**src/hdl/tlvv_pkg.sv**
```systemverilog
// Shared types, codes and defaults for the TLV message validator.
`timescale 1ns / 1ps

package tlvv_pkg;

    // Default parameter values.
    localparam int DEF_NUM_TYPES         = 16;
    localparam int DEF_MAX_MESSAGE_BYTES = 8388608;

    // Configuration register indexes.
    localparam logic [1:0] CFG_TYPE_COUNT   = 2'd0;
    localparam logic [1:0] CFG_POLICY_TABLE = 2'd1;
    localparam logic [1:0] CFG_FAIL_UNKNOWN = 2'd2;

    // Bit positions in the payload flag word.
    localparam int FLAG_EARLY_ZERO = 0;
    localparam int FLAG_LAST_ZERO  = 1;
    localparam int FLAG_BOOL_BAD   = 2;

    // Result status codes.
    typedef enum logic [1:0] {
        STATUS_OK      = 2'd0,
        STATUS_INVALID = 2'd1,
        STATUS_UNKNOWN = 2'd2
    } status_t;

    // Attribute kinds held in the low three bits of a policy nibble.
    typedef enum logic [2:0] {
        KIND_NONE = 3'd0,
        KIND_BOOL = 3'd1,
        KIND_I32  = 3'd2,
        KIND_U32  = 3'd3,
        KIND_I64  = 3'd4,
        KIND_U64  = 3'd5,
        KIND_STR  = 3'd6,
        KIND_MEM  = 3'd7
    } kind_t;

    // Configuration register file.
    typedef struct packed {
        logic [4:0]  type_count;
        logic [63:0] policy_table;
        logic        fail_unknown;
    } cfg_t;

    // Outcome of checking one finished attribute.
    typedef struct packed {
        status_t err;
        logic    accept;
    } chk_t;

endpackage

```
**src/hdl/tlv_message_validator.sv**
```systemverilog
// Top level: streaming TLV attribute parser and policy validator.
// All per-byte work is one pass of state update logic; each result is registered.
// Throughput: one byte item per cycle while s_ready is high.
// s_ready drops only while both the output register and the skid register hold results.
// Reset is synchronous and active low; it clears message state, configuration and results.
`timescale 1ns / 1ps

module tlv_message_validator #(
    parameter int NUM_TYPES         = tlvv_pkg::DEF_NUM_TYPES,
    parameter int MAX_MESSAGE_BYTES = tlvv_pkg::DEF_MAX_MESSAGE_BYTES
) (
    input  logic        aclk,
    input  logic        aresetn,
    input  logic        cfg_wr_en,
    input  logic [1:0]  cfg_wr_index,
    input  logic [63:0] cfg_wr_data,
    input  logic        s_valid,
    output logic        s_ready,
    input  logic [7:0]  s_data_byte,
    input  logic        s_byte_present,
    input  logic        s_message_end,
    output logic        m_valid,
    input  logic        m_ready,
    output logic [1:0]  m_status,
    output logic [4:0]  m_attr_count,
    output logic [15:0] m_present_mask
);
    import tlvv_pkg::*;

    localparam int TOT_W = $clog2(MAX_MESSAGE_BYTES + 1);
    localparam int HW    = $clog2(NUM_TYPES + 1);
    localparam logic [TOT_W-1:0] MaxBytes = TOT_W'(MAX_MESSAGE_BYTES);

    typedef enum logic [1:0] {
        PH_HEADER  = 2'd0,
        PH_PAYLOAD = 2'd1,
        PH_PAD     = 2'd2
    } phase_t;

    typedef struct packed {
        status_t     status;
        logic [4:0]  attr_count;
        logic [15:0] present_mask;
    } res_t;

    // State registers.
    phase_t               phase_reg, phase_a, phase_next;
    logic [1:0]           hdr_idx_reg, hdr_a, hdr_next;
    logic [7:0]           cur_type_reg, type_a, type_next;
    logic [23:0]          pay_len_reg, len_a, len_next;
    logic [23:0]          pay_seen_reg, seen_a, seen_next;
    logic [2:0]           pay_flags_reg, flags_a, flags_next;
    logic [TOT_W-1:0]     total_reg, total_a, total_next;
    logic [NUM_TYPES-1:0] seen_mask_reg, seen_mask_next;
    logic [HW-1:0]        highest_reg, highest_next;
    status_t              err_reg, err_next;
    cfg_t                 cfg_reg;
    logic                 out_valid_reg, skid_valid_reg;
    res_t                 out_reg, skid_reg;

    logic        s_xfer;
    logic        take;
    logic        fin;
    logic [23:0] seen_inc;
    logic [1:0]  pad;
    logic [4:0]  type_plus1;
    logic        res_valid;
    res_t        res;
    chk_t        chk;

    assign s_xfer = s_valid && s_ready;

    // Byte intake: byte counter, header assembly, payload scan and padding skip.
    always_comb begin
        phase_a  = phase_reg;
        hdr_a    = hdr_idx_reg;
        type_a   = cur_type_reg;
        len_a    = pay_len_reg;
        seen_a   = pay_seen_reg;
        flags_a  = pay_flags_reg;
        fin      = 1'b0;
        seen_inc = pay_seen_reg + 24'd1;

        total_a = total_reg;
        if (s_xfer && s_byte_present && (total_reg < MaxBytes)) begin
            total_a = total_reg + TOT_W'(1);
        end
        take = s_xfer && s_byte_present && (total_a < MaxBytes) && (err_reg == STATUS_OK);

        if (take) begin
            unique case (phase_reg)
                PH_PAYLOAD: begin
                    if (s_data_byte == 8'd0) begin
                        if (seen_inc == pay_len_reg) begin
                            flags_a[FLAG_LAST_ZERO] = 1'b1;
                        end else begin
                            flags_a[FLAG_EARLY_ZERO] = 1'b1;
                        end
                    end
                    if ((pay_seen_reg == 24'd0) && (s_data_byte > 8'd1)) begin
                        flags_a[FLAG_BOOL_BAD] = 1'b1;
                    end
                    seen_a = seen_inc;
                    fin    = seen_inc >= pay_len_reg;
                end
                PH_PAD: begin
                    hdr_a = hdr_idx_reg - 2'd1;
                    if (hdr_a == 2'd0) begin
                        phase_a = PH_HEADER;
                    end
                end
                PH_HEADER: begin
                    unique case (hdr_idx_reg)
                        2'd0: begin
                            type_a  = s_data_byte;
                            len_a   = 24'd0;
                            seen_a  = 24'd0;
                            flags_a = 3'd0;
                            hdr_a   = 2'd1;
                        end
                        2'd1: begin
                            len_a = {16'h0000, s_data_byte};
                            hdr_a = 2'd2;
                        end
                        2'd2: begin
                            len_a = {8'h00, s_data_byte, pay_len_reg[7:0]};
                            hdr_a = 2'd3;
                        end
                        2'd3: begin
                            len_a   = {s_data_byte, pay_len_reg[15:0]};
                            hdr_a   = 2'd0;
                            phase_a = PH_PAYLOAD;
                            fin     = len_a == 24'd0;
                        end
                    endcase
                end
                default: phase_a = PH_HEADER;
            endcase
        end
    end

    // Policy check on the attribute that completes in this transfer.
    tlvv_attr_check #(
        .NUM_TYPES(NUM_TYPES)
    ) u_attr_check (
        .cfg        (cfg_reg),
        .attr_type  (cur_type_reg),
        .attr_length(len_a),
        .attr_flags (flags_a),
        .seen_mask  (seen_mask_reg),
        .chk        (chk)
    );

    // Attribute completion, result formation and message clear.
    always_comb begin
        phase_next     = phase_a;
        hdr_next       = hdr_a;
        type_next      = type_a;
        len_next       = len_a;
        seen_next      = seen_a;
        flags_next     = flags_a;
        total_next     = total_a;
        seen_mask_next = seen_mask_reg;
        highest_next   = highest_reg;
        err_next       = err_reg;
        type_plus1     = {1'b0, cur_type_reg[3:0]} + 5'd1;
        pad            = 2'd0 - len_a[1:0];

        if (fin) begin
            if (chk.err != STATUS_OK) begin
                err_next = chk.err;
            end else if (chk.accept) begin
                seen_mask_next = seen_mask_reg | (NUM_TYPES'(1) << cur_type_reg[3:0]);
                if (type_plus1 > 5'(highest_reg)) begin
                    highest_next = HW'(type_plus1);
                end
            end
            if (pad != 2'd0) begin
                phase_next = PH_PAD;
                hdr_next   = pad;
            end else begin
                phase_next = PH_HEADER;
                hdr_next   = 2'd0;
            end
        end

        res_valid = s_xfer && s_message_end;
        priority if (total_a >= MaxBytes) begin
            res.status = STATUS_INVALID;
        end else if (err_next != STATUS_OK) begin
            res.status = err_next;
        end else if ((phase_next == PH_PAYLOAD)
                     || ((phase_next == PH_HEADER) && (hdr_next != 2'd0))) begin
            res.status = STATUS_INVALID;
        end else begin
            res.status = STATUS_OK;
        end
        res.attr_count   = (res.status == STATUS_OK) ? 5'(highest_next) : 5'd0;
        res.present_mask = (res.status == STATUS_OK) ? 16'(seen_mask_next) : 16'd0;

        if (res_valid) begin
            phase_next     = PH_HEADER;
            hdr_next       = 2'd0;
            type_next      = 8'd0;
            len_next       = 24'd0;
            seen_next      = 24'd0;
            flags_next     = 3'd0;
            total_next     = '0;
            seen_mask_next = '0;
            highest_next   = '0;
            err_next       = STATUS_OK;
        end
    end

    // State, configuration and the two-deep result buffer.
    always_ff @(posedge aclk) begin
        if (!aresetn) begin
            phase_reg      <= PH_HEADER;
            hdr_idx_reg    <= 2'd0;
            cur_type_reg   <= 8'd0;
            pay_len_reg    <= 24'd0;
            pay_seen_reg   <= 24'd0;
            pay_flags_reg  <= 3'd0;
            total_reg      <= '0;
            seen_mask_reg  <= '0;
            highest_reg    <= '0;
            err_reg        <= STATUS_OK;
            cfg_reg        <= '0;
            out_valid_reg  <= 1'b0;
            skid_valid_reg <= 1'b0;
            out_reg        <= '0;
            skid_reg       <= '0;
        end else begin
            phase_reg     <= phase_next;
            hdr_idx_reg   <= hdr_next;
            cur_type_reg  <= type_next;
            pay_len_reg   <= len_next;
            pay_seen_reg  <= seen_next;
            pay_flags_reg <= flags_next;
            total_reg     <= total_next;
            seen_mask_reg <= seen_mask_next;
            highest_reg   <= highest_next;
            err_reg       <= err_next;

            if (cfg_wr_en) begin
                unique case (cfg_wr_index)
                    CFG_TYPE_COUNT:   cfg_reg.type_count   <= cfg_wr_data[4:0];
                    CFG_POLICY_TABLE: cfg_reg.policy_table <= cfg_wr_data;
                    CFG_FAIL_UNKNOWN: cfg_reg.fail_unknown <= cfg_wr_data[0];
                    default: ;
                endcase
            end

            // A result lands in the output register when it is free, else in the skid.
            if (out_valid_reg && m_ready) begin
                if (skid_valid_reg) begin
                    out_reg        <= skid_reg;
                    skid_valid_reg <= 1'b0;
                end else if (res_valid) begin
                    out_reg <= res;
                end else begin
                    out_valid_reg <= 1'b0;
                end
            end else if (res_valid) begin
                if (!out_valid_reg) begin
                    out_reg       <= res;
                    out_valid_reg <= 1'b1;
                end else begin
                    skid_reg       <= res;
                    skid_valid_reg <= 1'b1;
                end
            end
        end
    end

    assign s_ready        = !skid_valid_reg;
    assign m_valid        = out_valid_reg;
    assign m_status       = out_reg.status;
    assign m_attr_count   = out_reg.attr_count;
    assign m_present_mask = out_reg.present_mask;

endmodule

```
**src/hdl/tlvv_attr_check.sv**
```systemverilog
// Policy check applied to one attribute once its payload is complete.
`timescale 1ns / 1ps

module tlvv_attr_check #(
    parameter int NUM_TYPES = tlvv_pkg::DEF_NUM_TYPES
) (
    input  tlvv_pkg::cfg_t       cfg,
    input  logic [7:0]           attr_type,
    input  logic [23:0]          attr_length,
    input  logic [2:0]           attr_flags,
    input  logic [NUM_TYPES-1:0] seen_mask,
    output tlvv_pkg::chk_t       chk
);
    import tlvv_pkg::*;

    localparam logic [4:0] NumTypesW = 5'(NUM_TYPES);

    logic [4:0]  eff_count;
    logic        known;
    logic [3:0]  nib;
    kind_t       kind;
    logic [15:0] seen_ext;
    logic        bad;
    logic        none_kind;
    status_t     unknown_err;

    // Type lookup, repeat check and kind-specific length and content checks.
    always_comb begin
        eff_count   = (cfg.type_count > NumTypesW) ? NumTypesW : cfg.type_count;
        known       = attr_type < {3'b000, eff_count};
        nib         = cfg.policy_table[{attr_type[3:0], 2'b00} +: 4];
        kind        = kind_t'(nib[2:0]);
        seen_ext    = 16'(seen_mask);
        unknown_err = cfg.fail_unknown ? STATUS_UNKNOWN : STATUS_OK;
        bad         = 1'b0;
        none_kind   = 1'b0;

        unique case (kind)
            KIND_NONE: none_kind = 1'b1;
            KIND_BOOL: bad = (attr_length != 24'd1) || attr_flags[FLAG_BOOL_BAD];
            KIND_I32, KIND_U32: bad = attr_length != 24'd4;
            KIND_I64, KIND_U64: bad = attr_length != 24'd8;
            KIND_STR: bad = (attr_length == 24'd0) || attr_flags[FLAG_EARLY_ZERO]
                            || !attr_flags[FLAG_LAST_ZERO];
            KIND_MEM: bad = 1'b0;
        endcase

        chk.err    = STATUS_OK;
        chk.accept = 1'b0;
        priority if (!known) begin
            chk.err = unknown_err;
        end else if (seen_ext[attr_type[3:0]] && !nib[3]) begin
            chk.err = STATUS_INVALID;
        end else if (none_kind) begin
            chk.err = unknown_err;
        end else if (bad) begin
            chk.err = STATUS_INVALID;
        end else begin
            chk.accept = 1'b1;
        end
    end

endmodule

```
**config.mk**
```make
export PLATFORM = sky130hd
export DESIGN_NAME = tlv_message_validator
export DESIGN_NICKNAME = d
export VERILOG_FILES = /design/src/hdl/tlvv_pkg.sv /design/src/hdl/tlv_message_validator.sv /design/src/hdl/tlvv_attr_check.sv
export SDC_FILE = /design/constraint.sdc
export NUM_CORES = 1
export LEC_CHECK = 0
export ABC_AREA = 1
export BUFFER_PORTS_ARGS = -buffer_cell sky130_fd_sc_hd__buf_4
export CORE_MARGIN = 2
export CORE_UTILIZATION = 30
export DETAILED_ROUTE_END_ITERATION = 6
export PLACE_DENSITY = 0.47
export SLEW_MARGIN = 20
export SYNTH_ARGS = -nofsm -noshare
export SYNTH_HDL_FRONTEND = slang
export SYNTH_SLANG_ARGS = --single-unit
```
**constraint.sdc**
```tcl
create_clock -name aclk -period 5.7 [get_ports aclk]
set_input_delay 0.285 -clock aclk [delete_from_list [all_inputs] [get_ports aclk]]
set_output_delay 0.285 -clock aclk [all_outputs]
set_load 0.01 [all_outputs]
```
==> results.md <==
- Status: finished, final reports clean
- Deepest clock path buffer count: 3
- Postcts setup bufs: 0
- Largest net degree at the start of global routing: 96
- Placed cell area: 13400 um2
- Yosys reg bits: 228
- CTS Buf Count: 28
- Pwr dens: 267 nW/um2
- Slowest-stage cell, CP: nor2_4
- Syn Std Cell Area: 12200 um2
- DRC: 0
- CP required: 6.16 ns
- Ant diodes: 0
- Mapped Cells: 1832
- Clock sink count: 228
- DRT Wirelength: 37100 um
- GRT Overall Usage: 17.5%
- Hold_ws: 0.0273 ns
- Root Buffer Master: clkbuf_16
- DR WL/cell: 15.0 um
- RSZ-0062 raised after global routing: no
- DR pass1 iterations: 5
- Worst VDD drop: 224 uV
- Final cycle utilization of the critical path: 86.4%
- Clk_skew: 0.0179 ns
- GPL Wtd Cong: 0.863
- Layout area overhead: 19.8%
- Post-Place Setup Slack: 0.786 ns
- Data arrival time of the worst path: 5.38 ns
- CP Class: register to register
- Ys Warns: 0
- Die Height: 206 um
- Final ANT Viol Nets: 0
- Input/output buffers: 105
- Final worst slack: 0.775 ns
- 1st-iter DRT viols: 711
- Pins over their slew limit: 0
- Distinct cell type count after synthesis: 41
- Share of post-route cells with drive strength above 1: 10.0%
- Synth area leaders: dfxtp_1 37%, nand2_1 11%, a21oi_1 8.6%
- Cell Rows: 73
- Worst Tran Pin Value: 0.985 ns
- CP Capture Type: register
- Via count: 11815
- Core area: 39900 um2
- Post-synthesis net count: 1963
- Max reg flops: 70
- Dpl hpwl: 25400 um
- Global route overflow: 0
- CTS tree: done
- Clk_lat worst skew: 0.55 ns
- Average vias per placed instance: 4.79
- Cell Count, Final, Fillers Out: 2469
- Most common cell in the netlist: nand2_1
- Global-route wire length before repair: 59500 um
- Min-delay worst type: input port to register
- Htree depth: 1
- Critical path's largest stage delay: 0.44 ns
- Final setup violating endpoints: 0
- Asr flop ratio synth: 0%
- Fin crit period: 4.92 ns
- Max cap viols: 0
- Cell taking the most area after synthesis: dfxtp_1
- Seq/Total Area, Yosys: 37.4%
- Fill count: 4352
- Setup TNS: 0 ns
- Crit-path max FO: 21
- Starting Density: 30.6%
- Cell mode on critical path: nand2_1
- Leak: 6.40 nW
- Yosys top cell area share: 37.4%
- Count of final hold-check violations: 0
- Top FF cell, synth: dfxtp_1
- Die X: 206 um
- Final #Nets: 2054
- Post-placement cell count: 2386
- Final instance area: 14600 um2
- Slew HR: 33.9%
- Initial antenna violation count: 0
- Critical path launch point type: register
- Top cells by count, synth: 370 x nand2_1, 231 x nor2_1, 228 x dfxtp_1
- Number of synthesized flops with an enable pin: 0
- Avg Inst Size Synth: 6.66 um2
- Vias in the first global route: 11400
- Die ar.: 42300 um2
- Reg clk slew, reported paths: 0.06 ns
- F_max: 0.203 GHz
- Io pins: 106
[worst paths after layout]
check                                from                               to  slack [ns]  cells after the start
max          pay_seen_reg[0]$_SDFFE_PP0P_  m_present_mask[13]$_SDFFE_PN0P_        0.78                     30
min                       cfg_wr_data[54]         cfg_reg[55]$_SDFFE_PN0P_        0.03                      3
max reg2reg  pay_seen_reg[0]$_SDFFE_PP0P_  m_present_mask[13]$_SDFFE_PN0P_        0.78                     30
min reg2reg      cfg_reg[13]$_SDFFE_PN0P_         cfg_reg[13]$_SDFFE_PN0P_        0.45                      2
[kinds of logic (layout without fill, tap and decap cells)]
logic type	Yosys count	count (layout)	synth area share, %
AOI/OAI and AO/OA	423	423	18.3
xor gates and xnor gates	27	27	1.94
adders and majority gates	50	50	5.12
buffers and inverters	307	419	9.78
DFF	228	228	37.4
muxes	1	1	0.0820
and+or+nand+nor	796	796	27.4
[worst max-delay path, delay by kind of cell, from the launching register on]
family / cells / cell delay [ns]
buf+inv: 2 / 0.17
xor+xnor: 1 / 0.15
simple gates: 22 / 3.22
fa+ha+maj: 2 / 0.47
compound gates: 3 / 0.43
flops: 1 / 0.37
[power by group]
group	switching [mW]	internal (mW)	total, mW
Combinational	0.298	0.165	0.463
Sequential	0.0276	1.64	1.67
Clock	0.702	1.07	1.78
Total	1.03	2.88	3.91
[repair_timing]
action	4_1_cts	5_1_grt
resized for setup	0	0
endpoints found under the hold margin	33	0
hold buffers	32	0
[cell type report]
cell class	instances	area (um2)	area share, %
multi-input cells	1297	6460	44.1
flip-flops and latches	228	4570	31.2
repair buffers	149	1200	8.22
clock buffers	44	862	5.89
inverters	219	822	5.62
well taps	525	657	4.49
clock inverters	7	62.6	0.428
[routing by layer]
layer / GRT usage (%) / vias to the layer above / part of all wire (%)
met5: 0 / - / 0
met4: 4.93 / 0 / 2.0
met3: 2.36 / 48 / 3.8
met2: 30.0 / 165 / 46
met1: 22.8 / 5447 / 48
li1: - / 6155 / -
[cells in the final DEF, fill, tap and decap left out, types with 2 or more instances in the layout]
cell,count
nand2_1,369
nor2_1,231
dfxtp_1,227
a21oi_1,209
inv_1,206
o21ai_0,154
nand3_1,126
buf_4,116
ha_1,50
dlygate4sd3_1,32
clkbuf_16,29
xor2_1,22
a211oi_1,21
nand4_1,19
nor3_1,17
o22ai_1,15
inv_2,9
clkbuf_8,8
o21ai_1,7
clkbuf_1,7
nor4_1,6
or2_2,6
nand2_2,5
xnor2_1,5
clkinv_2,5
nor2_2,4
nor2_4,4
clkinv_1,4
nor3b_1,4
o21a_1,4
o2111ai_1,4
o221ai_1,3
o211ai_1,2
[per-stage QoR]
stage                     total power [mW]  utilization [%]
final                                 3.91             36.7
after global routing                  4.10             36.7
after global placement                2.15             33.5
after floorplan                       1.99                -
after CTS                             3.97             36.6
after detailed placement              2.15             33.5
No activity file was read; power rests on OpenSTA's default activity.
